==> config.mk <==
export PLATFORM = sky130hd
export DESIGN_NAME = touch_unlock_backlight_slider
export DESIGN_NICKNAME = d
export VERILOG_FILES = /design/src/hw/rtl/tubs_pkg.sv /design/src/hw/rtl/tubs_cfg_regs.sv /design/src/hw/rtl/tubs_level_map.sv /design/src/hw/rtl/tubs_step.sv /design/src/hw/rtl/touch_unlock_backlight_slider.sv
export SDC_FILE = /design/constraint.sdc
export NUM_CORES = 1
export LEC_CHECK = 0
export BUFFER_PORTS_ARGS = -buffer_cell sky130_fd_sc_hd__buf_2
export CORE_AREA = 2 2 178 180
export CTS_CLUSTER_SIZE = 10
export DETAILED_ROUTE_END_ITERATION = 7
export DIE_AREA = 0 0 180 182
export PLACE_DENSITY = 0.6
export REMOVE_ABC_BUFFERS = 1
export SYNTH_ARGS = -nofsm -noshare
export SYNTH_HDL_FRONTEND = slang
export SYNTH_SLANG_ARGS = --single-unit
==> constraint.sdc <==
create_clock -name clk -period 8.8 [get_ports clk]
set_input_delay 1.76 -clock clk [delete_from_list [all_inputs] [get_ports clk]]
set_output_delay 1.76 -clock clk [all_outputs]
set_load 0.05 [all_outputs]
==> src/hw/rtl/tubs_pkg.sv <==
// shared types, constants and helpers for the touch unlock backlight slider
// no dependencies; imported by every rtl file of the block
package tubs_pkg;

    localparam int TICK_COUNT_BITS_DEF = 16;

    localparam int LEVEL_W   = 7;
    localparam int STRENGTH_W = 16;
    localparam int POS_W     = 16;
    localparam int HELD_W    = 11;
    localparam int VIB_W     = 8;
    localparam int HIDE_W    = 10;
    localparam int LONG_W    = 10;
    localparam int UNLOCK_W  = 16;
    localparam int CFG_DATA_W = 16;
    localparam int CFG_INDEX_W = 3;
    localparam int AGE_CMP_W = 33;
    localparam int MAP_PROD_W = 23;

    localparam logic [LEVEL_W-1:0] LEVEL_MIN   = 7'd1;
    localparam logic [LEVEL_W-1:0] LEVEL_MAX   = 7'd100;
    localparam logic [LEVEL_W-1:0] LEVEL_RESET = 7'd80;
    localparam logic [MAP_PROD_W-1:0] LEVEL_SCALE = 23'd100;
    localparam logic signed [POS_W:0] POS_TOP = 17'sd16384;

    localparam logic [STRENGTH_W-1:0] THRESHOLD_RESET = 16'd100;
    localparam logic [LONG_W-1:0]     LONG_PRESS_RESET = 10'd50;
    localparam logic [UNLOCK_W-1:0]   UNLOCK_RESET = 16'd500;
    localparam logic [VIB_W-1:0]      VIB_GAP_RESET = 8'd10;
    localparam logic [HIDE_W-1:0]     HIDE_RESET = 10'd100;

    typedef enum logic [CFG_INDEX_W-1:0] {
        REG_BAR_ENABLED     = 3'd0,
        REG_INITIAL_LEVEL   = 3'd1,
        REG_TOUCH_THRESHOLD = 3'd2,
        REG_LONG_PRESS      = 3'd3,
        REG_UNLOCK_TICKS    = 3'd4,
        REG_VIBRATE_GAP     = 3'd5,
        REG_HIDE_TICKS      = 3'd6
    } cfg_index_t;

    typedef struct packed {
        logic                  bar_enabled;
        logic [LEVEL_W-1:0]    initial_level;
        logic [STRENGTH_W-1:0] touch_threshold;
        logic [LONG_W-1:0]     long_press_ticks;
        logic [UNLOCK_W-1:0]   unlock_ticks;
        logic [VIB_W-1:0]      vibrate_gap_ticks;
        logic [HIDE_W-1:0]     hide_ticks;
    } cfg_t;

    typedef struct packed {
        logic               load;
        logic [LEVEL_W-1:0] value;
    } level_load_t;

    typedef struct packed {
        logic [STRENGTH_W-1:0] upper_middle_strength;
        logic [STRENGTH_W-1:0] lower_middle_strength;
        logic                  slider_touched;
        logic [POS_W-1:0]      slider_position;
        logic                  menu_active;
    } in_item_t;

    typedef struct packed {
        logic [LEVEL_W-1:0] level;
        logic               level_applied;
        logic               vibrate;
        logic               persist;
        logic               bar_visible;
        logic               suppress_detectors;
        logic               unlocked;
    } out_item_t;

    function automatic logic [LEVEL_W-1:0] clamp_level(input logic [LEVEL_W:0] v);
        logic [LEVEL_W-1:0] r;
        if (v < {1'b0, LEVEL_MIN}) begin
            r = LEVEL_MIN;
        end
        else if (v > {1'b0, LEVEL_MAX}) begin
            r = LEVEL_MAX;
        end
        else begin
            r = v[LEVEL_W-1:0];
        end
        return r;
    endfunction

endpackage

==> src/hw/rtl/tubs_cfg_regs.sv <==
// configuration register file with write port and level load request
// depends on tubs_pkg
module tubs_cfg_regs (
    input  logic                              clk,
    input  logic                              rst_n,
    input  logic                              cfg_valid,
    input  logic [tubs_pkg::CFG_INDEX_W-1:0]  cfg_index,
    input  logic [tubs_pkg::CFG_DATA_W-1:0]   cfg_data,
    output tubs_pkg::cfg_t                    cfg,
    output tubs_pkg::level_load_t             level_load
);
    import tubs_pkg::*;

    cfg_t cfg_reg;

    always_ff @(posedge clk or negedge rst_n) begin
        if (!rst_n) begin
            cfg_reg.bar_enabled       <= 1'b1;
            cfg_reg.initial_level     <= LEVEL_RESET;
            cfg_reg.touch_threshold   <= THRESHOLD_RESET;
            cfg_reg.long_press_ticks  <= LONG_PRESS_RESET;
            cfg_reg.unlock_ticks      <= UNLOCK_RESET;
            cfg_reg.vibrate_gap_ticks <= VIB_GAP_RESET;
            cfg_reg.hide_ticks        <= HIDE_RESET;
        end
        else if (cfg_valid) begin
            case (cfg_index)
                REG_BAR_ENABLED:     cfg_reg.bar_enabled       <= cfg_data[0];
                REG_INITIAL_LEVEL:   cfg_reg.initial_level     <= cfg_data[LEVEL_W-1:0];
                REG_TOUCH_THRESHOLD: cfg_reg.touch_threshold   <= cfg_data;
                REG_LONG_PRESS:      cfg_reg.long_press_ticks  <= cfg_data[LONG_W-1:0];
                REG_UNLOCK_TICKS:    cfg_reg.unlock_ticks      <= cfg_data[UNLOCK_W-1:0];
                REG_VIBRATE_GAP:     cfg_reg.vibrate_gap_ticks <= cfg_data[VIB_W-1:0];
                REG_HIDE_TICKS:      cfg_reg.hide_ticks        <= cfg_data[HIDE_W-1:0];
                default: ;
            endcase
        end
    end

    // a level write also reloads the live level
    assign level_load.load  = cfg_valid && (cfg_index == REG_INITIAL_LEVEL);
    assign level_load.value = clamp_level({1'b0, cfg_data[LEVEL_W-1:0]});
    assign cfg = cfg_reg;

endmodule

==> src/hw/rtl/tubs_level_map.sv <==
// maps a q1.14 slider position to a backlight level of 1 to 100
// depends on tubs_pkg
module tubs_level_map (
    input  logic [tubs_pkg::POS_W-1:0]   slider_position,
    output logic [tubs_pkg::LEVEL_W-1:0] mapped_level
);
    import tubs_pkg::*;

    logic signed [POS_W:0]   span;
    logic [MAP_PROD_W-1:0]   prod;

    // top of the slider is dim, bottom bright
    assign span = POS_TOP - $signed({slider_position[POS_W-1], slider_position});
    assign prod = MAP_PROD_W'(span[POS_W-1:0]) * LEVEL_SCALE;

    always_comb
    begin
        if (span <= 0) begin
            mapped_level = LEVEL_MIN;
        end
        else begin
            mapped_level = clamp_level(prod[MAP_PROD_W-1:15]);
        end
    end

endmodule

==> src/hw/rtl/tubs_step.sv <==
// per-tick state registers and next-state logic: unlock, adjust, haptics, hide
// depends on tubs_pkg and tubs_level_map
module tubs_step #(
    parameter int TICK_COUNT_BITS = tubs_pkg::TICK_COUNT_BITS_DEF
) (
    input  logic                  clk,
    input  logic                  rst_n,
    input  logic                  advance,
    input  tubs_pkg::cfg_t        cfg,
    input  tubs_pkg::level_load_t level_load,
    input  tubs_pkg::in_item_t    item,
    output tubs_pkg::out_item_t   result
);
    import tubs_pkg::*;

    localparam int AGE_W = TICK_COUNT_BITS + 1;

    logic [HELD_W-1:0]  held_reg,   held_next;
    logic [AGE_W-1:0]   age_reg,    age_next;
    logic               unlock_reg, unlock_next;
    logic               adj_reg,    adj_next;
    logic [LEVEL_W-1:0] cur_reg,    cur_next;
    logic [LEVEL_W-1:0] last_reg,   last_next;
    logic [VIB_W-1:0]   vib_age_reg, vib_age_next;
    logic [HIDE_W-1:0]  hide_reg,   hide_next;
    logic               vis_reg,    vis_next;

    logic [LEVEL_W-1:0] mapped_level;
    logic               pressed;
    logic               applied;
    logic               vib;
    logic               persist;

    tubs_level_map u_level_map (
        .slider_position (item.slider_position),
        .mapped_level    (mapped_level)
    );

    assign pressed = (item.upper_middle_strength > cfg.touch_threshold) ||
                     (item.lower_middle_strength > cfg.touch_threshold);

    always_comb
    begin
        vib_age_next = (vib_age_reg != '1) ? vib_age_reg + 1'b1 : vib_age_reg;
        age_next     = (unlock_reg && (age_reg != '1)) ? age_reg + 1'b1 : age_reg;
        hide_next    = hide_reg;
        vis_next     = vis_reg;
        if (hide_reg != '0) begin
            hide_next = hide_reg - 1'b1;
            if (hide_next == '0) begin
                vis_next = 1'b0;
            end
        end
        held_next   = held_reg;
        unlock_next = unlock_reg;
        adj_next    = adj_reg;
        cur_next    = cur_reg;
        last_next   = last_reg;
        applied     = 1'b0;
        vib         = 1'b0;
        persist     = 1'b0;

        if (!cfg.bar_enabled || item.menu_active) begin
            unlock_next = 1'b0;
            adj_next    = 1'b0;
            held_next   = '0;
            hide_next   = '0;
            vis_next    = 1'b0;
        end
        else begin
            if (pressed) begin
                if (held_reg != '1) begin
                    held_next = held_reg + 1'b1;
                end
                if (held_next > HELD_W'(cfg.long_press_ticks)) begin
                    unlock_next = 1'b1;
                    age_next    = '0;
                end
            end
            else begin
                held_next = '0;
                if (unlock_reg && (AGE_CMP_W'(age_next) > AGE_CMP_W'(cfg.unlock_ticks))) begin
                    unlock_next = 1'b0;
                end
            end

            if (unlock_next && item.slider_touched) begin
                adj_next  = 1'b1;
                vis_next  = 1'b1;
                hide_next = '0;
                if (mapped_level != last_reg) begin
                    last_next = mapped_level;
                    if (vib_age_next >= cfg.vibrate_gap_ticks) begin
                        vib_age_next = '0;
                        vib          = 1'b1;
                    end
                end
                cur_next = mapped_level;
                applied  = 1'b1;
            end
            else if (adj_reg) begin
                adj_next  = 1'b0;
                persist   = 1'b1;
                hide_next = (cfg.hide_ticks != '0) ? cfg.hide_ticks : HIDE_W'(1);
            end
        end
    end

    always_ff @(posedge clk or negedge rst_n) begin
        if (!rst_n) begin
            held_reg    <= '0;
            age_reg     <= '0;
            unlock_reg  <= 1'b0;
            adj_reg     <= 1'b0;
            vib_age_reg <= '1;
            hide_reg    <= '0;
            vis_reg     <= 1'b0;
        end
        else if (advance) begin
            held_reg    <= held_next;
            age_reg     <= age_next;
            unlock_reg  <= unlock_next;
            adj_reg     <= adj_next;
            vib_age_reg <= vib_age_next;
            hide_reg    <= hide_next;
            vis_reg     <= vis_next;
        end
    end

    always_ff @(posedge clk or negedge rst_n) begin
        if (!rst_n) begin
            cur_reg  <= LEVEL_RESET;
            last_reg <= LEVEL_RESET;
        end
        else if (level_load.load) begin
            cur_reg  <= level_load.value;
            last_reg <= level_load.value;
        end
        else if (advance) begin
            cur_reg  <= cur_next;
            last_reg <= last_next;
        end
    end

    assign result.level              = cur_next;
    assign result.level_applied      = applied;
    assign result.vibrate            = vib;
    assign result.persist            = persist;
    assign result.bar_visible        = vis_next;
    assign result.suppress_detectors = unlock_next || adj_next;
    assign result.unlocked           = unlock_next;

endmodule

==> src/hw/rtl/touch_unlock_backlight_slider.sv <==
// top level of the touch unlock backlight slider: input register, step logic, result register
// a request waits in the input register, then its result is registered in the result register
// throughput: one request per cycle, limited only by out_ready
// reset: asynchronous active-low rst_n empties both registers and loads register defaults
// depends on tubs_pkg, tubs_cfg_regs, tubs_step
module touch_unlock_backlight_slider #(
    parameter int TICK_COUNT_BITS = tubs_pkg::TICK_COUNT_BITS_DEF
) (
    input  logic                                clk,
    input  logic                                rst_n,
    input  logic                                in_valid,
    output logic                                in_ready,
    input  logic [tubs_pkg::STRENGTH_W-1:0]     upper_middle_strength,
    input  logic [tubs_pkg::STRENGTH_W-1:0]     lower_middle_strength,
    input  logic                                slider_touched,
    input  logic signed [tubs_pkg::POS_W-1:0]   slider_position,
    input  logic                                menu_active,
    output logic                                out_valid,
    input  logic                                out_ready,
    output logic [tubs_pkg::LEVEL_W-1:0]        level,
    output logic                                level_applied,
    output logic                                vibrate,
    output logic                                persist,
    output logic                                bar_visible,
    output logic                                suppress_detectors,
    output logic                                unlocked,
    input  logic                                cfg_valid,
    output logic                                cfg_ready,
    input  logic [tubs_pkg::CFG_INDEX_W-1:0]    cfg_index,
    input  logic [tubs_pkg::CFG_DATA_W-1:0]     cfg_data
);
    import tubs_pkg::*;

    logic        in_valid_reg;
    in_item_t    in_item_reg;
    logic        out_valid_reg;
    out_item_t   out_item_reg;
    out_item_t   result;
    cfg_t        cfg;
    level_load_t level_load;
    logic        advance;

    assign advance   = in_valid_reg && (!out_valid_reg || out_ready);
    assign in_ready  = !in_valid_reg || advance;
    assign cfg_ready = 1'b1;

    tubs_cfg_regs u_cfg_regs (
        .clk        (clk),
        .rst_n      (rst_n),
        .cfg_valid  (cfg_valid && cfg_ready),
        .cfg_index  (cfg_index),
        .cfg_data   (cfg_data),
        .cfg        (cfg),
        .level_load (level_load)
    );

    tubs_step #(
        .TICK_COUNT_BITS (TICK_COUNT_BITS)
    ) u_step (
        .clk        (clk),
        .rst_n      (rst_n),
        .advance    (advance),
        .cfg        (cfg),
        .level_load (level_load),
        .item       (in_item_reg),
        .result     (result)
    );

    always_ff @(posedge clk or negedge rst_n) begin
        if (!rst_n) begin
            in_valid_reg  <= 1'b0;
            out_valid_reg <= 1'b0;
        end
        else begin
            if (in_valid && in_ready) begin
                in_valid_reg <= 1'b1;
            end
            else if (advance) begin
                in_valid_reg <= 1'b0;
            end
            if (advance) begin
                out_valid_reg <= 1'b1;
            end
            else if (out_ready) begin
                out_valid_reg <= 1'b0;
            end
        end
    end

    always_ff @(posedge clk) begin
        if (in_valid && in_ready) begin
            in_item_reg.upper_middle_strength <= upper_middle_strength;
            in_item_reg.lower_middle_strength <= lower_middle_strength;
            in_item_reg.slider_touched        <= slider_touched;
            in_item_reg.slider_position       <= slider_position;
            in_item_reg.menu_active           <= menu_active;
        end
        if (advance) begin
            out_item_reg <= result;
        end
    end

    assign out_valid          = out_valid_reg;
    assign level              = out_item_reg.level;
    assign level_applied      = out_item_reg.level_applied;
    assign vibrate            = out_item_reg.vibrate;
    assign persist            = out_item_reg.persist;
    assign bar_visible        = out_item_reg.bar_visible;
    assign suppress_detectors = out_item_reg.suppress_detectors;
    assign unlocked           = out_item_reg.unlocked;

endmodule

== Word-level counts from Yosys, hierarchy flattened ==
Cells that the tools add are included.

* Register bits after elaboration: 189
* Latch bits: 0
* Memory bits (writable): 0
* Memory bits (read-only): 0
* Input port bits: 74
* Output and inout port bits: 16
* Memories kept: 0

* Add/sub/neg operators: 5
* $mul: 1
* Div/mod/pow operators: 0
* Order comparisons: 10
* Equal/unequal tests: 11
* Shift-type cells: 0
* Mux-type cells: 50
* Bitwise logic cells: 2
* Reductions and logical operators: 34

{| class="wikitable"
|+ Operator list
! operator !! number
|-
| 2-to-1 mux 7 bit || 14
|-
| 2-to-1 mux 17 bit || 4
|-
| 2-to-1 mux 11 bit || 5
|-
| 2-to-1 mux 10 bit || 5
|-
| 2-to-1 mux 8 bit || 5
|-
| > comparator 16 bit || 2
|-
| multiplier 16 x 5 -> 21 bit, second input constant || 1
|-
| nonzero test 10 bit || 2
|-
| adder 17 x 1 -> 17 bit, second input constant || 1
|-
| > comparator 17 x 16 -> 1 bit || 1
|-
| <= comparator 17 x 1 -> 1 bit, second input constant || 1
|-
| 2-to-1 mux 1 bit || 17
|-
| inequality test 17 bit, second input constant || 1
|-
| subtractor 16 x 16 -> 17 bit, first input constant || 1
|-
| AND reduction 2 bit || 7
|-
| adder 11 x 1 -> 11 bit, second input constant || 1
|-
| > comparator 11 x 10 -> 1 bit || 1
|-
| inequality test 11 bit, second input constant || 1
|-
| zero test 10 bit || 1
|-
| nonzero test 2 bit || 5
|-
| subtractor 10 x 1 -> 10 bit, second input constant || 1
|-
| == test 3 bit, second input constant || 3
|-
| adder 8 x 1 -> 8 bit, second input constant || 1
|-
| >= comparator 8 bit || 1
|-
| 18 further kinds || 31
|}

== Depth between registers and ports, before layout ==
Gate-level depths: netlist of run 1.

* Word-level depth: 13
* Mapped depth: 25
* Mapped depth without buffers: 24

== Modules after synthesis ==
A second synthesis of run 1 with hierarchy kept.

* Cell total of the unflattened synthesis: 1,200
* Area, all modules: 12,574.6 um^2

{| class="wikitable"
|+ By module, submodules not included
! module !! instances !! cells each !! area an instance (um^2) !! seq. area each (um^2)
|-
| tubs_step || 1 || 693 || 5,758.0 || 1,591.5
|-
| tubs_cfg_regs || 1 || 166 || 2,711.4 || 1,726.7
|-
| tubs_level_map || 1 || 268 || 2,098.3 || 0.0
|-
| touch_unlock_backlight_slider || 1 || 73 || 2,006.9 || 1,941.9
|}

== Worst setup path before layout of run 1 ==
Ideal clock, no wire load.

* Kind: reg2reg
* Start point: register in_item_reg[5] (netlist name)
* End point: register u_step.vib_age_reg[6]
* Library setup time: 0.089 ns
* Data arrival time: 6.313 ns
* Data required time: 8.711 ns
* Path slack: 2.398 ns
* Stages on the path, launching flop included: 24
* Buffers on the path: 1
* Period minus slack after synthesis: 6.402 ns
* Cell sequence: edfxtp_1 -> or4_4 -> or4_1 -> or3_1 -> xnor2_1 -> inv_1 -> ha_1 -> ha_1 -> inv_1 -> fa_1 -> inv_1 -> ha_1 -> clkbuf_1 -> nand4_1 -> or3_1 -> nor4b_1 -> o31ai_1 -> a22oi_1 -> a41oi_2 -> a211o_1 -> a311oi_4 -> and3_1 -> o21ai_1 -> o32ai_2

* Longest elaborated chain between the ends: 10
* Elaborated cells on any way between the ends: 12
* Those cells by class: add/sub: 1; mul: 1; order compare: 3; eq/ne: 1; mux: 6

{| class="wikitable"
|+ RTL lines
! what !! RTL line !! source
|-
| subtractor 16 x 16 -> 17 bit * || tubs_level_map.sv:13 || <nowiki>assign span = POS_TOP - $signed({slider_position[POS_W-1], slider_position});</nowiki>
|-
| multiplier 16 x 5 -> 21 bit || tubs_level_map.sv:14 || <nowiki>assign prod = MAP_PROD_W'(span[POS_W-1:0]) * LEVEL_SCALE;</nowiki>
|-
| > comparator 8 x 7 -> 1 bit || tubs_pkg.sv:80 || <nowiki>else if (v > {1'b0, LEVEL_MAX}) begin</nowiki>
|-
| 2-to-1 mux 7 bit || tubs_pkg.sv:80 ||
|-
| 2-to-1 mux 7 bit || tubs_pkg.sv:77 || <nowiki>if (v < {1'b0, LEVEL_MIN}) begin</nowiki>
|-
| 2-to-1 mux 7 bit * || tubs_level_map.sv:18 || <nowiki>if (span <= 0) begin</nowiki>
|-
| inequality test 7 bit * || tubs_step.sv:91 || <nowiki>if (mapped_level != last_reg) begin</nowiki>
|-
| 2-to-1 mux 8 bit * || tubs_step.sv:91 ||
|-
| 2-to-1 mux 8 bit * || tubs_step.sv:87 || <nowiki>if (unlock_next && item.slider_touched) begin</nowiki>
|-
| 2-to-1 mux 8 bit * || tubs_step.sv:63 || <nowiki>if (!cfg.bar_enabled || item.menu_active) begin</nowiki>
|-
| end signal: assignment || tubs_step.sv:124 || <nowiki>vib_age_reg <= vib_age_next;</nowiki>
|-
| end: declaration || tubs_step.sv:24 || <nowiki>logic [VIB_W-1:0] vib_age_reg, vib_age_next;</nowiki>
|}

Mark *: on every way between the ends. The rest lies on a longest branch, timed or not.
A chain may end at the register's enable or synchronous reset.

== Final worst setup path of run 1 ==
* Start point: register in_item_reg[5] (netlist name)
* End point: register u_step.vib_age_reg[6]

* Longest elaborated chain between the ends: 10
* Elaborated cells on any way between the ends: 12
* Those cells by class: add/sub: 1; mul: 1; order compare: 3; eq/ne: 1; mux: 6

{| class="wikitable"
|+ RTL lines
! what !! RTL line
|-
| subtractor 16 x 16 -> 17 bit * || tubs_level_map.sv:13
|-
| multiplier 16 x 5 -> 21 bit || tubs_level_map.sv:14
|-
| > comparator 8 x 7 -> 1 bit || tubs_pkg.sv:80
|-
| 2-to-1 mux 7 bit || tubs_pkg.sv:80
|-
| 2-to-1 mux 7 bit || tubs_pkg.sv:77
|-
| 2-to-1 mux 7 bit * || tubs_level_map.sv:18
|-
| inequality test 7 bit * || tubs_step.sv:91
|-
| 2-to-1 mux 8 bit * || tubs_step.sv:91
|-
| 2-to-1 mux 8 bit * || tubs_step.sv:87
|-
| 2-to-1 mux 8 bit * || tubs_step.sv:63
|}

Marks and branches as above.

==> results of run 1 <==
==> final cells by class <==
class | instances | area, µm² | share of cell area [%]
Clock inverter | 15 | 154 | 1.13
Tap cell | 402 | 503 | 3.68
Sequential cell | 189 | 5080 | 37.2
Multi-Input combinational cell | 927 | 6610 | 48.3
Inverter | 107 | 402 | 2.94
Timing Repair Buffer | 96 | 503 | 3.68
Clock buffer | 17 | 425 | 3.11
==> routing by layer <==
metal	vias up	global-route usage, %
met3	37	3.01
met2	174	30.4
li1	4631	-
met1	4396	23.2
met5	-	0
met4	2	5.24
==> cell families (layout without fill, tap and decap cells) <==
kind of cell / after synthesis / in the layout / share of synthesized area (%)
and+or+nand+nor: 419 / 419 / 16.8
adders and majority gates: 136 / 136 / 14.4
other: 1 / 1 / 0.0307
DFF: 189 / 189 / 41.6
AOI/OAI and AO/OA: 268 / 268 / 14.5
muxes: 49 / 49 / 4.42
xor gates and xnor gates: 54 / 54 / 3.87
buffers and inverters: 143 / 235 / 4.42
==> critical path: cells and delay by family, from the launching register on <==
| family | cells | cell delay, ps |
|---|---|---|
| xor gates and xnor gates | 1 | 360 |
| buffers and inverters | 3 | 220 |
| DFF | 1 | 430 |
| and+or+nand+nor | 7 | 2570 |
| AOI/OAI and AO/OA | 7 | 1710 |
| adders and majority gates | 4 | 1550 |
==> stage by stage <==
| stage | util (%) | worst slack (ps) | instance area [µm²] | hold WS [ps] |
|---|---|---|---|---|
| floorplan | - | 2470 | 12100 | 457 |
| global placement | 42.3 | 2040 | 13100 | 467 |
| detailed placement | 42.3 | 1900 | 13100 | 483 |
| CTS | 44.1 | 1880 | 13700 | 493 |
| global route | 44.1 | 1420 | 13700 | 523 |
| finish | 44.1 | 1870 | 13700 | 489 |
==> power by group through the flow <==
stage / Clock (µW) / Combinational, µW / Sequential (µW)
after global routing: 822 / 1280 / 1180
after detailed placement: 0 / 1110 / 1170
after global placement: 0 / 1100 / 1170
after CTS: 789 / 1120 / 1160
after floorplan: 0 / 814 / 1170
final: 769 / 1120 / 1160
==> worst paths after layout <==
check / startpoint / endpoint / depth (start not counted)
worst max-delay path: in_item_reg[5] / u_step.vib_age_reg[6] / 22
worst min-delay path: u_step.vib_age_reg[1] / u_step.vib_age_reg[1] / 2
worst max register to register: in_item_reg[5] / u_step.vib_age_reg[6] / 22
worst min register to register: u_step.vib_age_reg[1] / u_step.vib_age_reg[1] / 2
max in group asynchronous: rst_n / u_step.cur_reg[2] / 2
min in group asynchronous: rst_n / u_step.age_reg[10] / 1
==> cell usage in the layout (no fill, tap or decap), drive strengths merged, types with 11 or more instances in the layout <==
| cell type | count |
|---|---|
| a21o | 32 |
| a21oi | 46 |
| and2 | 12 |
| and3 | 13 |
| buf | 96 |
| clkbuf | 17 |
| dfrtp | 96 |
| dfstp | 30 |
| edfxtp | 63 |
| ha | 129 |
| inv | 114 |
| mux2 | 40 |
| nand2 | 155 |
| nand2b | 26 |
| nand3 | 27 |
| nand4 | 20 |
| nor2 | 64 |
| nor2b | 12 |
| nor3 | 30 |
| nor4 | 11 |
| o21ai | 104 |
| or3 | 18 |
| xnor2 | 26 |
| xor2 | 28 |
==> impl_metrics.py, run 1 <==
metrics = {
    "floorplan": {
        "die_y_um": 182,
        "die_x_um": 180,
        "die_area_um2": 32800,
        "rows": 65,
        "io_pins": 90,
        "core_um2": 31000,
        "initial_core_util_pct": 39.4,
    },
    "routing": {
        "maxUsedRoutingLayer": "met5",
        "wl_met2_um": 13600,
        "wl_met1_um": 13200,
        "dr.pass1.iters": 5,
        "wl_per_cell_um": 16.2,
        "antenna_left": 0,
        "wl_met3_um": 1010,
        "vias": 9240,
        "viasPerCell": 5.27,
        "drc": 0,
        "finalWirelength_um": 28300,
        "drt_iter0_markers": 652,
    },
    "clocking": {
        "cts_inserted_buffers": 17,
        "ctsHoldBuffers": 0,
        "post_cts_buffers": 0,
        "cts_root_buf": "clkbuf_16",
        "clkTransAtPathRegs_ps": 70,
        "htreeDepth": 4,
        "cts_sinks": 189,
        "worstSkewPairLatency_ps": 440,
        "cts_tree": "built",
        "cts_resized": 0,
        "cts_buffer_depth": 2,
    },
    "cells_and_area": {
        "fillers": 2970,
        "stdcell_count": 1753,
        "drive_above_1_share_pct": 16.1,
        "fin_nets": 1548,
        "largest_reg_flops": 61,
        "diodes": 0,
        "syn2layout_area_growth_pct": 11.9,
    },
    "critical_path": {
        "cp_max_fo": 9,
        "crit_path_max_incr_delay_ps": 580,
        "required_ps": 9150,
        "end_kind": "flop",
        "crit_slowest_cell": "or4_4",
        "r2r_slack_ps": 1870,
        "worstSetupPathType": "reg2reg",
        "crit_chain": "or4_4 > or4_1 > or3_1 > xnor2_1 > inv_1 > ha_1 > ha_1 > inv_1 > fa_1 > inv_1 > ha_1 > nand4_1 > or3_1 > nor4b_1 > o31ai_1 > a22oi_1 > a41oi_2 > a211o_1 > a311oi_4 > and3_1 > o21ai_1 > o32ai_2",
        "worstSetupStartpointType": "flop",
        "cp.arrival_ps": 7280,
    },
    "timing": {
        "finalCritPeriodShare_pct": 78.8,
        "fin_crit_ps": 6930,
        "maxSlewViolCount": 0,
        "relSlewSlack_pct": 31.2,
        "clock_skew_ps": 12.4,
        "tightest_slew_ps": 1030,
        "rsz0062_at_grt": "no",
        "clock.fmax_mhz": 144,
        "hold_viol": 0,
        "fin_tns_setup_ps": 0,
        "setup_viol": 0,
    },
    "synthesis": {
        "synthesis.area_um2": 12200,
        "ys_seq_area_share_pct": 41.6,
        "synth_top_area_share_pct": 19.7,
        "synth.area.top_cells": "dfrtp_1, edfxtp_1, ha_1",
        "synth_common_cells": "nand2_1, ha_1, inv_1, dfrtp_1, o21ai_0",
        "yosysTopAreaCell": "dfrtp_1",
        "ys_async_sr_fraction_pct": 66.7,
        "ys_ff_latch": 189,
        "synth_ff_type": "dfrtp_1",
        "yosysMostFrequentCell": "nand2_1",
        "synth_cells": 1259,
        "avgSynthCellArea_um2": 9.71,
        "synth-edff-count": 63,
        "synth-warning-count": 0,
        "yosys.cell_types.count": 74,
    },
    "placement": {
        "port_buffers": 88,
        "dp_cells": 1721,
        "gp_congestion": 0.832,
        "hpwlAfterDp_um": 21300,
    },
    "power_and_ir_drop": {
        "switching_share_pct": 37.1,
        "p_int_uw": 1920,
        "power.share.clock_pct": 25.2,
        "pwr-share-comb_pct": 36.7,
        "pwr_density_cell_nw_per_um2": 223,
        "switchingPower_uw": 1130,
        "pwr-share-seq_pct": 38.0,
        "peakVddDrop_mv": 0.113,
        "total_power_uw": 3040,
        "p_leak_uw": 0.00626,
    },
    "global_routing": {
        "grt_pass1_vias": 9175,
        "grt_use_total_pct": 17.8,
        "grt_overflow": 0,
        "grt_max_degree": 69,
        "grt_pass1_wl_um": 47100,
        "antenna_found_initial": 1,
    },
    "outcome": {
        "status": "complete, no violations",
    },
    "run": {
        "drv_cap": 0,
    },
    "hold_path": {
        "worstHoldPathType": "reg2reg",
    },
}
No activity file was read; power rests on OpenSTA's default activity.
==> run 2: changes to the inputs <==
- PLACE_DENSITY: 0.6 -> 0.63
- clock period: 8.8 -> 6.3 ns (I/O delays scaled with it)
==> run 2 against run 1 <==
Effect of this change:
- die area is the same
- clock power grew 42%
- largest cell class unchanged
- highest routed layer is now met4
- worst setup slack lost 1800 ps
- register-to-register slack lost 1800 ps
- critical path type unchanged
==> impl_metrics.py, run 2 (synthesis gave the netlist of run 1 again) <==
metrics = {
    "outcome": {
        "status": "complete, no violations",
    },
    "global_routing": {
        "grt_overflow": 0,
        "grt_pass1_wl_um": 50200,
        "grt_max_degree": 59,
        "grt_use_total_pct": 18.8,
        "antenna_found_initial": 0,
        "grt_pass1_vias": 9757,
    },
    "timing": {
        "maxSlewViolCount": 0,
        "finalCritPeriodShare_pct": 98.4,
        "clock_skew_ps": 15.5,
        "hold_viol": 0,
        "tightest_slew_ps": 1120,
        "fin_crit_ps": 6200,
        "clock.fmax_mhz": 161,
        "whs_ps": 493,
        "rsz0062_at_grt": "yes",
        "relSlewSlack_pct": 24.8,
        "setup_viol": 0,
    },
    "critical_path": {
        "crit_buf_inv": 1,
        "crit_chain": "or4_4 > buf_4 > or2_1 > or4_4 > xnor2_4 > ha_1 > ha_1 > ha_1 > ha_1 > a21oi_1 > o21ai_0 > a21o_1 > or4_4 > and2_2 > a21oi_1 > o21ai_0 > or3b_2 > a31oi_4 > mux2i_1 > o21ai_1",
        "cp.arrival_ps": 6480,
        "critPathTopFamily": "simple AND/OR/NAND/NOR gates",
        "crit_slowest_cell": "or4_4",
        "end_kind": "flop",
        "crit_path_max_incr_delay_ps": 560,
        "worstSetupStartpointType": "flop",
        "required_ps": 6580,
        "cp_common_cell": "ha_1",
        "cp_max_fo": 5,
        "worstSetupPathType": "reg2reg",
    },
    "cells_and_area": {
        "layout_commonest_cell": "nand2_1",
        "fillers": 2928,
        "diodes": 0,
        "final_cell_mix": "nand2_1, ha_1, inv_1",
        "largest_reg_flops": 61,
        "syn2layout_area_growth_pct": 18.8,
        "multiInputGateArea_um2": 6940,
        "regArea_um2": 5080,
        "fin_nets": 1613,
        "drive_above_1_share_pct": 23.2,
        "fin_util_pct": 46.8,
    },
    "routing": {
        "wl_per_cell_um": 16.5,
        "drt_iter0_markers": 722,
        "viasPerCell": 5.30,
        "antenna_left": 0,
        "dr.pass1.iters": 5,
        "finalWirelength_um": 30000,
        "vias": 9644,
        "drc": 0,
    },
    "placement": {
        "hpwlAfterDp_um": 22300,
        "port_buffers": 88,
        "gp_congestion": 0.931,
    },
    "floorplan": {
        "rows": 65,
        "die_x_um": 180,
        "core_um2": 31000,
        "io_pins": 90,
        "die_area_um2": 32800,
        "initial_core_util_pct": 39.4,
        "die_y_um": 182,
    },
    "clocking": {
        "cts_buffer_depth": 2,
        "cts_root_buf": "clkbuf_16",
        "clkTransAtPathRegs_ps": 70,
        "worstSkewPairLatency_ps": 440,
        "cts_inserted_buffers": 17,
        "htreeDepth": 4,
        "cts_tree": "built",
        "cts_sinks": 189,
    },
    "power_and_ir_drop": {
        "peakVddDrop_mv": 0.150,
        "p_leak_uw": 0.00664,
        "pwr_density_cell_nw_per_um2": 315,
    },
    "hold_path": {
        "worstHoldPathType": "reg2reg",
    },
    "run": {
        "drv_cap": 0,
    },
}
==> run 2: metrics by stage <==
step | cell area (µm²) | worst slack [ps] | cells | setup TNS [ps] | total power [µW]
after floorplan | 12100 | -32.3 | 1223 | -32.3 | 2780
after global placement | 13500 | 43.0 | 1779 | 0 | 3310
after detailed placement | 13500 | -67.5 | 1779 | -150 | 3330
after CTS | 14200 | 3.18 | 1815 | 0 | 4460
after global routing | 14500 | -135 | 1818 | -815 | 4900
final | 14500 | 99.3 | 1818 | 0 | 4570
==> run 2: path summary, 6_finish.rpt <==
path                                  startpoint               endpoint  slack, ps  cells after the start
min reg2reg                u_step.vib_age_reg[5]  u_step.vib_age_reg[5]        490                      2
min                        u_step.vib_age_reg[5]  u_step.vib_age_reg[5]        490                      2
max reg2reg                       in_item_reg[3]     u_step.last_reg[2]        100                     20
max in group asynchronous                  rst_n      u_cfg_regs.cfg[7]       4480                      2
max                               in_item_reg[3]     u_step.last_reg[2]        100                     20
min in group asynchronous                  rst_n     u_cfg_regs.cfg[27]        730                      1
==> run 2: per-layer routing <==
layer	track usage, %	vias up	share of wire, %
li1	-	4782	-
met4	4.98	0	1.9
met3	3.43	42	4.5
met5	0	-	0
met2	31.5	210	47
met1	25.1	4610	46
==> run 2: layout make-up <==
type	instances	area share, %
clock buffers	22	3.49
clock inverters	10	0.621
multi-input cells	928	47.8
well taps	402	3.47
repair buffers	160	6.83
flip-flops and latches	189	35.0
inverters	107	2.77
==> run 2: power by group <==
part / internal, µW / total (µW) / switching (µW)
clock: 586 / 1090 / 502
combinational: 807 / 1870 / 1060
sequential: 1490 / 1620 / 125
==> run 2: worst min-delay path, stage by stage (launching register included) <==
cell	delay, ps
dfstp_2	390
nand2_1	50
o21ai_1	60
==> run 2: timing repair <==
item / 4_1_cts / 5_1_grt
hold buffers: 0 / 0
gates resized for setup: 14 / 48
setup buffers: 3 / 3
cloned: 1 / 0
pin swaps: 5 / 22
endpoints found under the setup margin: 14 / 23
==> run 3: changes to the inputs <==
- CORE_AREA: 2 2 178 180 -> 2 2 181 183
- DIE_AREA: 0 0 180 182 -> 0 0 183 185
- PLACE_DENSITY: 0.63 -> 0.62
- SYNTH_HIERARCHICAL: not set -> 1
==> run 3 against run 2 <==
Effect of this change:
- synthesized area is 0.81% higher
- largest power group unchanged
- register-to-register slack better by 80 ps
- highest routed layer unchanged
- maximum frequency is 1.3% higher
==> impl_metrics.py, run 3 <==
metrics = {
    "critical_path": {
        "r2r_end": "u_step/last_reg[2]",
        "end_kind": "flop",
        "cp_max_fo": 8,
        "cp.arrival_ps": 6470,
        "required_ps": 6650,
        "r2r_cells": 25,
        "r2r_slack_ps": 180,
        "worstSetupPathType": "reg2reg",
        "crit_start": "in_item_reg[7]",
        "setup.worst_path.end": "u_step/last_reg[2]",
        "worstSetupStartpointType": "flop",
        "rr_startpoint": "in_item_reg[7]",
    },
    "cells_and_area": {
        "stdcell_count": 1712,
        "fillers": 2974,
        "regArea_um2": 5080,
        "final_cell_mix": "inv_1, ha_1, dfrtp_1",
        "fin_nets": 1502,
        "drive_above_1_share_pct": 26.7,
        "multiInputGateArea_um2": 6870,
        "largest_reg_flops": 61,
        "syn2layout_area_growth_pct": 16.3,
        "fin_util_pct": 44.7,
    },
    "run": {
        "drv_cap": 0,
    },
    "placement": {
        "hpwlAfterDp_um": 20200,
        "gp_congestion": 0.861,
        "post-place-ws_ps": -84.8,
        "dp_cells": 1666,
        "port_buffers": 88,
    },
    "power_and_ir_drop": {
        "switchingPower_uw": 1720,
        "switching_share_pct": 37.5,
        "pwr_density_cell_nw_per_um2": 321,
        "p_leak_uw": 0.00626,
        "p_int_uw": 2870,
        "peakVddDrop_mv": 0.221,
        "power.share.clock_pct": 23.8,
        "pwr-share-comb_pct": 40.1,
        "pwr-share-seq_pct": 36.1,
    },
    "clocking": {
        "cts_sinks": 189,
        "cts_inserted_buffers": 17,
        "worstSkewPairLatency_ps": 450,
        "clkTransAtPathRegs_ps": 70,
        "cts_tree": "built",
        "cts_root_buf": "clkbuf_16",
        "ctsHoldBuffers": 0,
        "htreeDepth": 4,
        "cts_buffer_depth": 2,
    },
    "timing": {
        "tightest_slew_ps": 944,
        "hold_viol": 0,
        "setup_ws_ps": 180,
        "relSlewSlack_pct": 37.0,
        "finalCritPeriodShare_pct": 97.1,
        "maxSlewViolCount": 0,
        "clock.fmax_mhz": 163,
        "setup_viol": 0,
        "clock_skew_ps": 15.2,
        "fin_crit_ps": 6120,
    },
    "routing": {
        "viasPerCell": 5.35,
        "drc": 0,
        "vias": 9167,
        "finalWirelength_um": 28100,
        "drt_iter0_markers": 593,
        "antenna_left": 0,
        "wl_per_cell_um": 16.4,
        "dr.pass1.iters": 5,
    },
    "global_routing": {
        "grt_use_total_pct": 17.0,
        "grt_pass1_wl_um": 45800,
        "grt_overflow": 0,
        "antenna_found_initial": 1,
        "grt_pass1_vias": 9030,
        "grt_max_degree": 86,
    },
    "floorplan": {
        "die_x_um": 183,
        "rows": 66,
        "io_pins": 90,
        "core_um2": 32000,
        "initial_core_util_pct": 38.4,
        "die_area_um2": 33900,
        "die_y_um": 185,
    },
    "outcome": {
        "status": "complete, no violations",
    },
    "synthesis": {
        "synthesis.area_um2": 12300,
        "synth_cells": 1186,
        "synth-warning-count": 6,
        "avgSynthCellArea_um2": 10.4,
    },
    "hold_path": {
        "worstHoldPathType": "reg2reg",
    },
}
==> run 3: changes by cell type in the layout (fill, tap and decap cells not counted), moves of 18 or more <==
cell     before  now
a21o_1       32   14
buf_4        71   43
inv_1       103  125
mux2_2       40   64
nand2_1     153   64
nand3_1      26   46
o21ai_0      86   33
==> run 3: worst min-delay path by stage <==
stage	start	cells after the start	slack, ps	to
finish	u_step/vis_reg	1	480	u_step/vis_reg
global route	u_step/vis_reg	1	500	u_step/vis_reg
CTS	u_step/vis_reg	1	480	u_step/vis_reg
floorplan	u_step/vis_reg	1	450	u_step/vis_reg
global placement	u_step/vis_reg	1	460	u_step/vis_reg
detailed placement	u_step/vis_reg	1	470	u_step/vis_reg
==> run 3: layout make-up <==
type,instances,share of cell area [%]
multi-input cells,819,47.9
flip-flops and latches,189,35.5
repair buffers,133,5.53
well taps,408,3.56
inverters,130,3.40
clock buffers,18,3.06
clock inverters,14,1.06
diodes,1,0.0175
==> run 3: what timing repair did <==
action	CTS	global route
setup buffers	0	12
endpoints found under the setup margin	7	15
gates resized for setup	3	66
gates cloned	0	1
pin swaps	0	26
==> run 3: critical path, stage by stage, from the launching register on <==
cell	delay (ps)
edfxtp_1	430
nor3_4	240
and2_4	190
nand2_4	60
buf_6	120
or3_4	390
xnor2_4	200
inv_2	80
ha_1	280
ha_1	300
ha_1	300
ha_1	430
nand4_1	170
or4_4	570
and3_4	210
nor4_4	250
a21oi_2	90
o31a_1	350
xor2_2	180
nor4_4	290
a41oi_2	180
nand3_1	110
a211oi_2	70
buf_4	170
buf_6	130
a221oi_1	230
==> run 3: power groups by stage <==
stage | logic [µW] | clock network [µW] | registers [µW]
6_report | 1840 | 1090 | 1660
5_1_grt | 2060 | 1160 | 1690
4_1_cts | 1660 | 1120 | 1660
3_5_place_dp | 1640 | 0 | 1680
3_3_place_gp | 1600 | 0 | 1670
2_1_floorplan | 1210 | 0 | 1670
==> run 3: metal layers <==
layer  GRT usage [%]  vias to the layer above  part of all wire, %
met5               0                        -                    0
met4            6.21                        0                  2.3
met3            2.77                       46                  4.1
met2            27.0                      205                   46
met1            23.4                     4437                   48
li1                -                     4479                    -
==> run 3: per-stage QoR <==
step,cell area (µm²),setup TNS (ps),hold WS (ps),power [µW]
global placement,13300,0,463,3280
finish,14300,0,482,4600
detailed placement,13300,-352,468,3320
CTS,13900,0,485,4430
global route,14300,-333,502,4920
floorplan,12100,-424,450,2880
